--- config.mk ---
export PLATFORM = sky130hd
export DESIGN_NAME = mecanum_wheel_command_watchdog_flat
export DESIGN_NICKNAME = d
export VERILOG_FILES = /design/src/hdl/mwcw_pkg.sv /design/src/hdl/mwcw_req_if.sv /design/src/hdl/mwcw_res_if.sv /design/src/hdl/mwcw_cfg.sv /design/src/hdl/mwcw_kin.sv /design/src/hdl/mecanum_wheel_command_watchdog.sv /design/src/flat_wrapper.sv
export SDC_FILE = /design/constraint.sdc
export NUM_CORES = 2
export LEC_CHECK = 0
export BUFFER_PORTS_ARGS = -buffer_cell sky130_fd_sc_hd__buf_4
export CAP_MARGIN = 20
export CORE_AREA = 2 2 260 262
export CTS_BUF_LIST = sky130_fd_sc_hd__clkbuf_16
export DETAILED_ROUTE_END_ITERATION = 6
export DIE_AREA = 0 0 262 264
export PLACE_DENSITY_LB_ADDON = 0.15
export REMOVE_ABC_BUFFERS = 1
export SLEW_MARGIN = 25
export SYNTH_ARGS = -nofsm -noshare
export SYNTH_HDL_FRONTEND = slang
export SYNTH_SLANG_ARGS = --single-unit
--- constraint.sdc ---
create_clock -name clk -period 45.5 [get_ports clk]
set_input_delay 4.55 -clock clk [delete_from_list [all_inputs] [get_ports clk]]
set_output_delay 4.55 -clock clk [all_outputs]
set_load 0.02 [all_outputs]
--- src/hdl/mwcw_pkg.sv ---
`timescale 1ns / 1ps
// ----------------------------------------------------------------------------
// mwcw_pkg
// shared types, codes and helpers for the mecanum wheel command watchdog
// ----------------------------------------------------------------------------
package mwcw_pkg;

    localparam int CFG_IDX_W  = 4;
    localparam int CFG_DATA_W = 16;
    localparam int WIDE_W     = 23;

    localparam logic [1:0] REQ_CMD  = 2'd0;
    localparam logic [1:0] REQ_STOP = 2'd1;
    localparam logic [1:0] REQ_TICK = 2'd2;

    localparam logic [CFG_IDX_W-1:0] CFG_BASE_X      = 4'd0;
    localparam logic [CFG_IDX_W-1:0] CFG_BASE_Y      = 4'd1;
    localparam logic [CFG_IDX_W-1:0] CFG_LIMIT_VX    = 4'd2;
    localparam logic [CFG_IDX_W-1:0] CFG_LIMIT_VY    = 4'd3;
    localparam logic [CFG_IDX_W-1:0] CFG_LIMIT_TURN  = 4'd4;
    localparam logic [CFG_IDX_W-1:0] CFG_LIMIT_WHEEL = 4'd5;
    localparam logic [CFG_IDX_W-1:0] CFG_TIMEOUT     = 4'd6;
    localparam logic [CFG_IDX_W-1:0] CFG_WHEEL_MASK  = 4'd7;

    localparam logic [15:0] RST_BASE_X      = 16'd1229;
    localparam logic [15:0] RST_BASE_Y      = 16'd819;
    localparam logic [14:0] RST_LIMIT_VX    = 15'd2048;
    localparam logic [14:0] RST_LIMIT_VY    = 15'd2048;
    localparam logic [14:0] RST_LIMIT_TURN  = 15'd4096;
    localparam logic [14:0] RST_LIMIT_WHEEL = 15'd4096;
    localparam logic [15:0] RST_TIMEOUT     = 16'd300;
    localparam logic [3:0]  RST_WHEEL_MASK  = 4'hF;

    localparam logic [15:0] AGE_MAX = 16'hFFFF;

    typedef struct packed {
        logic [15:0] base_length_x;
        logic [15:0] base_width_y;
        logic [14:0] limit_vx;
        logic [14:0] limit_vy;
        logic [14:0] limit_turn;
        logic [14:0] limit_wheel;
        logic [15:0] timeout_ms;
        logic [3:0]  wheel_enable_mask;
    } mwcw_cfg_t;

    // symmetric clamp to [-lim, lim]
    function automatic logic signed [15:0] clamp_sym(
        input logic signed [WIDE_W-1:0] v,
        input logic [14:0]              lim
    );
        logic signed [WIDE_W-1:0] hi;
        logic signed [WIDE_W-1:0] lo;
        logic signed [WIDE_W-1:0] r;
        begin
            hi = signed'({{(WIDE_W-15){1'b0}}, lim});
            lo = -hi;
            if (v > hi)
            begin
                r = hi;
            end
            else if (v < lo)
            begin
                r = lo;
            end
            else
            begin
                r = v;
            end
            return r[15:0];
        end
    endfunction

endpackage

--- src/hdl/mwcw_req_if.sv ---
`timescale 1ns / 1ps
// ----------------------------------------------------------------------------
// mwcw_req_if
// request channel: velocity command, emergency stop or timer tick
// ----------------------------------------------------------------------------
interface mwcw_req_if;
    logic               valid;
    logic               ready;
    logic [1:0]         req_type;
    logic signed [15:0] cmd_vx;
    logic signed [15:0] cmd_vy;
    logic signed [15:0] cmd_turn;
    logic [9:0]         elapsed_ms;

    modport source (
        output valid, req_type, cmd_vx, cmd_vy, cmd_turn, elapsed_ms,
        input  ready
    );
    modport sink (
        input  valid, req_type, cmd_vx, cmd_vy, cmd_turn, elapsed_ms,
        output ready
    );
endinterface

--- src/hdl/mwcw_res_if.sv ---
`timescale 1ns / 1ps
// ----------------------------------------------------------------------------
// mwcw_res_if
// result channel: four wheel speeds and stop flag
// ----------------------------------------------------------------------------
interface mwcw_res_if;
    logic               valid;
    logic               ready;
    logic signed [15:0] wheel_front_left;
    logic signed [15:0] wheel_front_right;
    logic signed [15:0] wheel_rear_right;
    logic signed [15:0] wheel_rear_left;
    logic               stop_flag;

    modport source (
        output valid, wheel_front_left, wheel_front_right, wheel_rear_right,
               wheel_rear_left, stop_flag,
        input  ready
    );
    modport sink (
        input  valid, wheel_front_left, wheel_front_right, wheel_rear_right,
               wheel_rear_left, stop_flag,
        output ready
    );
endinterface

--- src/hdl/mwcw_cfg.sv ---
`timescale 1ns / 1ps
// ----------------------------------------------------------------------------
// mwcw_cfg
// configuration register file with write-only port
// ----------------------------------------------------------------------------
module mwcw_cfg (
    input  logic                            clk,
    input  logic                            rst_n,
    input  logic                            cfg_wr_en,
    input  logic [mwcw_pkg::CFG_IDX_W-1:0]  cfg_index,
    input  logic [mwcw_pkg::CFG_DATA_W-1:0] cfg_wdata,
    output mwcw_pkg::mwcw_cfg_t             cfg
);
    import mwcw_pkg::*;

    mwcw_cfg_t cfg_reg;
    mwcw_cfg_t cfg_next;

    always_comb
    begin
        cfg_next = cfg_reg;
        if (cfg_wr_en)
        begin
            case (cfg_index)
                CFG_BASE_X:      cfg_next.base_length_x     = cfg_wdata;
                CFG_BASE_Y:      cfg_next.base_width_y      = cfg_wdata;
                CFG_LIMIT_VX:    cfg_next.limit_vx          = cfg_wdata[14:0];
                CFG_LIMIT_VY:    cfg_next.limit_vy          = cfg_wdata[14:0];
                CFG_LIMIT_TURN:  cfg_next.limit_turn        = cfg_wdata[14:0];
                CFG_LIMIT_WHEEL: cfg_next.limit_wheel       = cfg_wdata[14:0];
                CFG_TIMEOUT:     cfg_next.timeout_ms        = cfg_wdata;
                CFG_WHEEL_MASK:  cfg_next.wheel_enable_mask = cfg_wdata[3:0];
                default:         cfg_next = cfg_reg;
            endcase
        end
    end

    always_ff @(posedge clk or negedge rst_n)
    begin
        if (!rst_n)
        begin
            cfg_reg.base_length_x     <= RST_BASE_X;
            cfg_reg.base_width_y      <= RST_BASE_Y;
            cfg_reg.limit_vx          <= RST_LIMIT_VX;
            cfg_reg.limit_vy          <= RST_LIMIT_VY;
            cfg_reg.limit_turn        <= RST_LIMIT_TURN;
            cfg_reg.limit_wheel       <= RST_LIMIT_WHEEL;
            cfg_reg.timeout_ms        <= RST_TIMEOUT;
            cfg_reg.wheel_enable_mask <= RST_WHEEL_MASK;
        end
        else
        begin
            cfg_reg <= cfg_next;
        end
    end

    assign cfg = cfg_reg;

endmodule

--- src/hdl/mwcw_kin.sv ---
`timescale 1ns / 1ps
// ----------------------------------------------------------------------------
// mwcw_kin
// mecanum inverse kinematics with wheel clamp and enable mask
// ----------------------------------------------------------------------------
module mwcw_kin (
    input  logic signed [15:0] vx,
    input  logic signed [15:0] vy,
    input  logic signed [15:0] turn,
    input  mwcw_pkg::mwcw_cfg_t cfg,
    output logic signed [15:0] wheel [4]
);
    import mwcw_pkg::*;

    logic [16:0]              base_sum;
    logic [15:0]              k;
    logic signed [32:0]       prod;
    logic signed [20:0]       p;
    logic signed [WIDE_W-1:0] vx_w;
    logic signed [WIDE_W-1:0] vy_w;
    logic signed [WIDE_W-1:0] p_w;
    logic signed [WIDE_W-1:0] raw [4];

    assign base_sum = {1'b0, cfg.base_length_x} + {1'b0, cfg.base_width_y};
    assign k        = base_sum[16:1];
    assign prod     = 33'(turn) * 33'(signed'({1'b0, k}));
    // arithmetic shift by 12, floor rounding
    assign p        = prod[32:12];

    assign vx_w = signed'({{(WIDE_W-16){vx[15]}}, vx});
    assign vy_w = signed'({{(WIDE_W-16){vy[15]}}, vy});
    assign p_w  = signed'({{(WIDE_W-21){p[20]}}, p});

    assign raw[0] = vx_w - vy_w - p_w;
    assign raw[1] = vx_w + vy_w + p_w;
    assign raw[2] = vx_w + vy_w - p_w;
    assign raw[3] = vx_w - vy_w + p_w;

    always_comb
    begin
        for (int i = 0; i < 4; i++)
        begin
            if (cfg.wheel_enable_mask[i])
            begin
                wheel[i] = clamp_sym(raw[i], cfg.limit_wheel);
            end
            else
            begin
                wheel[i] = '0;
            end
        end
    end

endmodule

--- src/hdl/mecanum_wheel_command_watchdog.sv ---
`timescale 1ns / 1ps
// ----------------------------------------------------------------------------
// mecanum_wheel_command_watchdog
// holds a clamped velocity command, ages it on timer ticks, and turns it into
// four mecanum wheel speeds
// a stop or tick result is registered in the input register and then in the result register
// throughput: one transaction per cycle, set by the input and result registers
// a stalled result register holds back only items that produce a result
// reset clears the held command, valid mark and age, and loads config defaults
// ----------------------------------------------------------------------------
module mecanum_wheel_command_watchdog (
    input  logic                            clk,
    input  logic                            rst_n,
    mwcw_req_if.sink                        req,
    mwcw_res_if.source                      res,
    input  logic                            cfg_wr_en,
    input  logic [mwcw_pkg::CFG_IDX_W-1:0]  cfg_index,
    input  logic [mwcw_pkg::CFG_DATA_W-1:0] cfg_wdata
);
    import mwcw_pkg::*;

    mwcw_cfg_t cfg;

    // input register
    logic               s1_valid_reg, s1_valid_next;
    logic [1:0]         s1_type_reg;
    logic signed [15:0] s1_vx_reg;
    logic signed [15:0] s1_vy_reg;
    logic signed [15:0] s1_turn_reg;
    logic [9:0]         s1_elapsed_reg;

    // command state
    logic signed [15:0] held_vx_reg, held_vx_next;
    logic signed [15:0] held_vy_reg, held_vy_next;
    logic signed [15:0] held_turn_reg, held_turn_next;
    logic               cmd_valid_reg, cmd_valid_next;
    logic [15:0]        age_reg, age_next;

    // result register
    logic               res_valid_reg, res_valid_next;
    logic signed [15:0] res_wheel_reg [4];
    logic               res_stop_reg;

    logic               s1_has_res;
    logic               out_free;
    logic               s1_fire;
    logic               in_fire;
    logic [16:0]        age_sum;
    logic [15:0]        age_sat;
    logic               timed_out;
    logic signed [15:0] eff_vx;
    logic signed [15:0] eff_vy;
    logic signed [15:0] eff_turn;
    logic signed [15:0] kin_wheel [4];

    mwcw_cfg u_cfg (
        .clk       (clk),
        .rst_n     (rst_n),
        .cfg_wr_en (cfg_wr_en),
        .cfg_index (cfg_index),
        .cfg_wdata (cfg_wdata),
        .cfg       (cfg)
    );

    mwcw_kin u_kin (
        .vx    (eff_vx),
        .vy    (eff_vy),
        .turn  (eff_turn),
        .cfg   (cfg),
        .wheel (kin_wheel)
    );

    assign s1_has_res = (s1_type_reg == REQ_STOP) || (s1_type_reg == REQ_TICK);
    assign out_free   = !res_valid_reg || res.ready;
    assign s1_fire    = s1_valid_reg && (!s1_has_res || out_free);
    assign req.ready  = !s1_valid_reg || s1_fire;
    assign in_fire    = req.valid && req.ready;

    assign age_sum   = {1'b0, age_reg} + {7'b0, s1_elapsed_reg};
    assign age_sat   = age_sum[16] ? AGE_MAX : age_sum[15:0];
    assign timed_out = (cfg.timeout_ms != '0) && cmd_valid_reg && (age_sat > cfg.timeout_ms);

    assign eff_vx   = timed_out ? '0 : held_vx_reg;
    assign eff_vy   = timed_out ? '0 : held_vy_reg;
    assign eff_turn = timed_out ? '0 : held_turn_reg;

    always_comb
    begin
        s1_valid_next  = in_fire || (s1_valid_reg && !s1_fire);
        res_valid_next = (s1_fire && s1_has_res) || (res_valid_reg && !res.ready);
        held_vx_next   = held_vx_reg;
        held_vy_next   = held_vy_reg;
        held_turn_next = held_turn_reg;
        cmd_valid_next = cmd_valid_reg;
        age_next       = age_reg;
        if (s1_fire)
        begin
            case (s1_type_reg)
                REQ_CMD:
                begin
                    held_vx_next   = clamp_sym(WIDE_W'(s1_vx_reg), cfg.limit_vx);
                    held_vy_next   = clamp_sym(WIDE_W'(s1_vy_reg), cfg.limit_vy);
                    held_turn_next = clamp_sym(WIDE_W'(s1_turn_reg), cfg.limit_turn);
                    cmd_valid_next = 1'b1;
                    age_next       = '0;
                end
                REQ_STOP:
                begin
                    held_vx_next   = '0;
                    held_vy_next   = '0;
                    held_turn_next = '0;
                    cmd_valid_next = 1'b0;
                end
                REQ_TICK:
                begin
                    age_next = age_sat;
                    if (timed_out)
                    begin
                        held_vx_next   = '0;
                        held_vy_next   = '0;
                        held_turn_next = '0;
                        cmd_valid_next = 1'b0;
                    end
                end
                default:
                begin
                    age_next = age_reg;
                end
            endcase
        end
    end

    always_ff @(posedge clk or negedge rst_n)
    begin
        if (!rst_n)
        begin
            s1_valid_reg  <= 1'b0;
            res_valid_reg <= 1'b0;
            held_vx_reg   <= '0;
            held_vy_reg   <= '0;
            held_turn_reg <= '0;
            cmd_valid_reg <= 1'b0;
            age_reg       <= '0;
        end
        else
        begin
            s1_valid_reg  <= s1_valid_next;
            res_valid_reg <= res_valid_next;
            held_vx_reg   <= held_vx_next;
            held_vy_reg   <= held_vy_next;
            held_turn_reg <= held_turn_next;
            cmd_valid_reg <= cmd_valid_next;
            age_reg       <= age_next;
        end
    end

    always_ff @(posedge clk)
    begin
        if (in_fire)
        begin
            s1_type_reg    <= req.req_type;
            s1_vx_reg      <= req.cmd_vx;
            s1_vy_reg      <= req.cmd_vy;
            s1_turn_reg    <= req.cmd_turn;
            s1_elapsed_reg <= req.elapsed_ms;
        end
        if (s1_fire && s1_has_res)
        begin
            res_stop_reg <= (s1_type_reg == REQ_STOP);
            for (int i = 0; i < 4; i++)
            begin
                res_wheel_reg[i] <= (s1_type_reg == REQ_STOP) ? '0 : kin_wheel[i];
            end
        end
    end

    assign res.valid             = res_valid_reg;
    assign res.wheel_front_left  = res_wheel_reg[0];
    assign res.wheel_front_right = res_wheel_reg[1];
    assign res.wheel_rear_right  = res_wheel_reg[2];
    assign res.wheel_rear_left   = res_wheel_reg[3];
    assign res.stop_flag         = res_stop_reg;

endmodule
--- src/flat_wrapper.sv ---
// flat-port wrapper written by rule: the top's interface ports become plain ports
module mecanum_wheel_command_watchdog_flat import mwcw_pkg::*;
  (clk, rst_n, cfg_wr_en, cfg_index, cfg_wdata, req_valid, req_req_type, req_cmd_vx, req_cmd_vy, req_cmd_turn, req_elapsed_ms, req_ready, res_valid, res_wheel_front_left, res_wheel_front_right, res_wheel_rear_right, res_wheel_rear_left, res_stop_flag, res_ready);
  mwcw_req_if req_i ();
  mwcw_res_if res_i ();
  input  logic clk;
  input  logic rst_n;
  input  logic cfg_wr_en;
  input  logic [mwcw_pkg::CFG_IDX_W-1:0] cfg_index;
  input  logic [mwcw_pkg::CFG_DATA_W-1:0] cfg_wdata;
  input wire logic [$bits(req_i.valid)-1:0] req_valid;
  input wire logic [$bits(req_i.req_type)-1:0] req_req_type;
  input wire logic [$bits(req_i.cmd_vx)-1:0] req_cmd_vx;
  input wire logic [$bits(req_i.cmd_vy)-1:0] req_cmd_vy;
  input wire logic [$bits(req_i.cmd_turn)-1:0] req_cmd_turn;
  input wire logic [$bits(req_i.elapsed_ms)-1:0] req_elapsed_ms;
  output wire logic [$bits(req_i.ready)-1:0] req_ready;
  output wire logic [$bits(res_i.valid)-1:0] res_valid;
  output wire logic [$bits(res_i.wheel_front_left)-1:0] res_wheel_front_left;
  output wire logic [$bits(res_i.wheel_front_right)-1:0] res_wheel_front_right;
  output wire logic [$bits(res_i.wheel_rear_right)-1:0] res_wheel_rear_right;
  output wire logic [$bits(res_i.wheel_rear_left)-1:0] res_wheel_rear_left;
  output wire logic [$bits(res_i.stop_flag)-1:0] res_stop_flag;
  input wire logic [$bits(res_i.ready)-1:0] res_ready;
  assign req_i.valid = req_valid;
  assign req_i.req_type = req_req_type;
  assign req_i.cmd_vx = req_cmd_vx;
  assign req_i.cmd_vy = req_cmd_vy;
  assign req_i.cmd_turn = req_cmd_turn;
  assign req_i.elapsed_ms = req_elapsed_ms;
  assign req_ready = req_i.ready;
  assign res_valid = res_i.valid;
  assign res_wheel_front_left = res_i.wheel_front_left;
  assign res_wheel_front_right = res_i.wheel_front_right;
  assign res_wheel_rear_right = res_i.wheel_rear_right;
  assign res_wheel_rear_left = res_i.wheel_rear_left;
  assign res_stop_flag = res_i.stop_flag;
  assign res_i.ready = res_ready;
  mecanum_wheel_command_watchdog u_core (.clk(clk), .rst_n(rst_n), .req(req_i), .res(res_i), .cfg_wr_en(cfg_wr_en), .cfg_index(cfg_index), .cfg_wdata(cfg_wdata));
endmodule
After elaboration in Yosys (flattened, before gate mapping)
Memories as Yosys holds them, arrays and structs flattened. Index checks and enable logic that the tools add are counted.

Bits in registers: 240. Output and inout bits: 67. Memory bits (read-only): 0. Memories kept: 1. Latch bits: 0. Bits in writable memories: 64. Bits of input ports: 85.

Reduce and logical (&&, ||, !) cells: 34. Divide/modulo/power cells: 0. Add/subtract/negate cells: 12. Multiply operators: 1. Muxes and demuxes: 34. Equality and inequality tests: 10. Shift operators: 0. Bitwise gates (word level): 0. Magnitude comparators: 15.

Memory list: u_core.res_wheel_reg (words 4, width 16, rd ports 4, clocked after Yosys merged registers in 0, wr ports 4, RTL line mecanum_wheel_command_watchdog.sv:41) `logic signed [15:0] res_wheel_reg [4];`.

Operators by type and width (count): $mux 16 (26); $pmux 16 s3 (3); $lt 22x23->1 (4); $neg 15->23 (4); $gt 22x16->1 (4); $lt 16x23->1 (3); $gt 16x16->1 (4); $add 17x21->22 (2); $sub 17x21->22 (2); $add 16x16->17 (2); $mul 16x17->33 (1); $pmux 16 s2 (1); $reduce_and 2->1 (10); $add 16x10->17 (1); $sub 16x16->17 (1); $eq 4x3->1 const B (4); $reduce_bool 16->1 (1); $eq 4x2->1 const B (2); $logic_and 1x1->1 (7); $logic_or 1x1->1 (6); $logic_not 1->1 (5); $eq 4x1->1 const B (1); $logic_not 4->1 (1); $mux 1 (3); other kinds (8) (8).

Longest topological paths before layout
Depth in word-level cells: 12. Mapped depth: 72.

By module
From an unflattened synthesis, not the netlist that was laid out.

Cell total of the unflattened synthesis: 4086. Area total of the unflattened synthesis: 37123.1 µm².

By module, submodules not included: mwcw_kin (instances 1, area an instance 20478.4 µm², cells each 2646); mecanum_wheel_command_watchdog (instances 1, area an instance 12318.1 µm², cells each 1193); mwcw_cfg (instances 1, area an instance 4326.6 µm², cells each 247).

Worst setup path before layout
OpenSTA, ideal clock, no wires.

Kind: reg-to-reg. Start point: register u_core.age_reg[0]. End point: memory u_core.res_wheel_reg[3][10] (data pin). Data arrival time: 14464 ps. Required time: 45230 ps. Path slack: 30766 ps. Stages on the path, launching flop included: 61. Cell sequence: dfrtp_1 ha_1 fa_1 a21o_1 a21oi_1 o21bai_1 a21oi_1 o21bai_1 a21oi_1 o21bai_1 a21o_1 nand3_1 clkbuf_1 nand3_1 o21a_1 ha_1 nand4_1 o41ai_1 (+25 left out) ha_1 buf_2 o21a_1 o21ai_0 a2111oi_0 or3_1 o31a_1 a31oi_1 mux2i_1 o211a_1 inv_1 ha_1 a2111o_1 o31ai_1 clkbuf_1 clkbuf_1 mux2i_1 o32ai_1.

RTL lines: from (decl) (RTL line mecanum_wheel_command_watchdog.sv:37) `logic [15:0] age_reg, age_next;`; from (signal assigned) (RTL line mecanum_wheel_command_watchdog.sv:153) `age_reg <= age_next;`; to (decl) (RTL line mecanum_wheel_command_watchdog.sv:41).

==> impl_results.md <==
- Iter 0 DRT Violations: roughly 3000
- Top-level port count: 152
- Antenna violations before repair: 0
- Final period util: between 30% and 40%
- Relative slew slack: around 23%
- Post-synth top area cell: ha_1
- First-pass GRT wire length: 166000 µm
- Avg Inst Size Synth: about 8.9 µm²
- Crit start category: register
- Drt via density: approximately 6.0
- Crit. End Element: register
- Hold Violations, Final: 0
- Final Wtd Congestion: around 0.97
- Post-CTS setup buffer count: 0
- Max Cap Viol: 0
- Final worst slack: 28890 ps
- Worst-margin pin slew: ~1200 ps
- Critical path arrival: 16980 ps
- Number of synthesized flops with an enable pin: around 130
- Core Box Area: about 67000 µm²
- Fmax: about 0.06 GHz
- Synthesized cell area: approximately 36000 µm²
- Synth Area in XOR/XNOR: 4.93%
- Post-route ant nets: 0
- IO Port Bufs: ~150
- Pre-antenna DRT Iters: 6
- Total grt overflow: 0
- Largest family of logic cells by synthesized area: adder cells
- Post_cts resized: 0
- Final core utilization: 59.5%
- Top-count cell post-synth: ha_1
- Die width: between 200 and 300 µm
- Synth Warn #: 0
- Slew Limit Fails: 0
- CP max FO: 66
- Layout area overhead: 9.36%
- Slowest CP cell: or4b_1
- Largest cells by area after synthesis: ha_1 (19%), fa_1 (11%), dfrtp_1 (11%), edfxtp_1 (10%), inv_1 (4.8%)
- Distinct cells, synth: between 90 and 100
- Clock skew: ~29 ps
- Crit-path max cell delay: ~850 ps
- Final wirelength: ~110000 µm
- Synth Area in Compound Gates: 16.5%
- R2R depth: about 60
- Final nets: between 5000 and 6000
- Die Y: around 260 µm
- Worst-Skew Late Latency: 590 ps
- Top cells by count, synth: ha_1 (538), inv_1 (459), nor2_1 (381)
- Clk root buf: clkbuf_16
- Status: finished, final reports clean
- Dpl ws: roughly 29000 ps
- Fraction of the mapped netlist area in adder cells: between 20 and 30%
- Cell count after synthesis: 4091
- Worst min path class: register to register
- H-tree depth: 2
- Row Count: 95
- RSZ-0062 raised after global routing: false
- Ys async rst share: between 50% and 60%
- Remaining DRCs: 0
- CTS buffer count: 38
- Post-synth top area share: 18.6%
- Hold_buf cts: 0
- Final worst path period need: ~17000 ps
- Simple-gate share of the synthesized area: between 10% and 20%
- Hold path depth: 2
- Largest register FFs: roughly 110
- Synthesis-stage register bit count: roughly 300
- Worst path required time: ~46000 ps
- Largest net degree at the start of global routing: 70
- Sequential area share after synthesis: 22.8%
- Drt wl/cell: ~21 µm
- Clock transition at path regs: ~60 ps
- Hpwl dp: 85000 µm
- Setup Viol. Count Final: 0
- DP Area: between 30000 and 40000 µm²
- Ys flop type: dfrtp_1
- Mux cell area share after synthesis: 4.50%
- Sum Neg Setup Slack: 0 ps
- GRT Resource Usage Total: between 30% and 40%
- CTS tree: done
- Number of global-route vias before repair: about 29000
- Total clock sinks: about 300
- Post-route cell area: about 40000 µm²
- DR vias: between 30000 and 40000
- Critical path class: register to register
- CTS Buffer Depth: 3
- Layout cells sized above 1: about a tenth
- Initial Util: ~54%
- Die area: 69200 µm²
==> layout by cell type (no fill, tap or decap), types with 16 or more instances in the layout <==
cell type	n
nand2b_1	39
o21a_1	59
nand2_1	325
fa_1	201
clkbuf_16	40
buf_4	195
a21o_1	65
dfrtp_1	155
a211oi_1	30
a31oi_1	17
nand4_1	55
and3_1	17
nand3_1	47
o31ai_1	23
a21oi_1	255
nor3_1	94
and2_1	52
ha_1	538
xnor2_1	156
edfxtp_1	125
dfstp_2	24
inv_1	468
or3_1	18
nor2_1	379
xor2_1	46
o21bai_1	27
nor2b_1	50
or2_2	19
a221oi_1	23
mux2i_1	55
o21ai_0	197
nor4_1	31
mux2_2	94
o211ai_1	19
o32ai_1	16
==> final cells by class <==
| class | instances | area (µm²) |
|---|---|---|
| inverter | 467 | 1750 |
| clock inverter | 30 | 275 |
| tap | 873 | 1090 |
| multi-input combinational | 3172 | 25800 |
| antenna | 1 | 2.50 |
| fill | 5968 | 26900 |
| clock buffer | 40 | 1000 |
| sequential | 304 | 8260 |
| timing repair buffer | 196 | 1480 |
==> worst max-delay path, delay by kind of cell, from the launching register on <==
kind / cells / cell delay, ps
AND/OR/NAND/NOR: 12 / 3040
XOR/XNOR: 2 / 940
AO/OA/AOI/OAI: 26 / 6010
buffers and inverters: 7 / 880
flip-flops: 1 / 380
adder cells (fa/ha/maj): 12 / 5080
==> cells by family (layout without fill, tap and decap cells) <==
logic type               count (synthesis)  after routing
AND/OR/NAND/NOR                       1173           1173
buffers and inverters                  615            733
flip-flops                             304            304
adder cells (fa/ha/maj)                739            739
other                                    0              1
XOR/XNOR                               204            204
multiplexers                           150            150
AO/OA/AOI/OAI                          906            906
==> metal layers <==
| metal | global-route usage [%] | vias to the layer above | wire, µm |
|---|---|---|---|
| li1 | - | 14500 | - |
| met1 | 44.6 | 14800 | 47200 |
| met2 | 46.5 | 1256 | 46400 |
| met3 | 4.72 | 187 | 8990 |
| met4 | 9.97 | 0 | 3660 |
| met5 | 0 | - | 0 |
==> per-stage QoR <==
stage          instances  hold WS, ps
6_report            5083          474
5_1_grt             5082          502
2_1_floorplan       3943          442
4_1_cts             5082          480
3_5_place_dp        5012          466
3_3_place_gp        5012          462
==> final timing paths <==
| kind | startpoint | endpoint | slack (ps) |
|---|---|---|---|
| worst max-delay path | u_core.age_reg[0] | u_core.res_wheel_reg[2][4] | 28890 |
| worst max register to register | u_core.age_reg[0] | u_core.res_wheel_reg[2][4] | 28890 |
| min in group asynchronous | rst_n | u_core.held_turn_reg[7] | 3910 |
| max in group asynchronous | rst_n | u_core.held_vx_reg[15] | 39440 |
| worst min-delay path | u_core.held_vy_reg[15] | u_core.held_vy_reg[15] | 470 |
| worst min register to register | u_core.held_vy_reg[15] | u_core.held_vy_reg[15] | 470 |
Power is not shown: default switching activity piles up to over one toggle a cycle in this logic, so the estimate is an artifact.
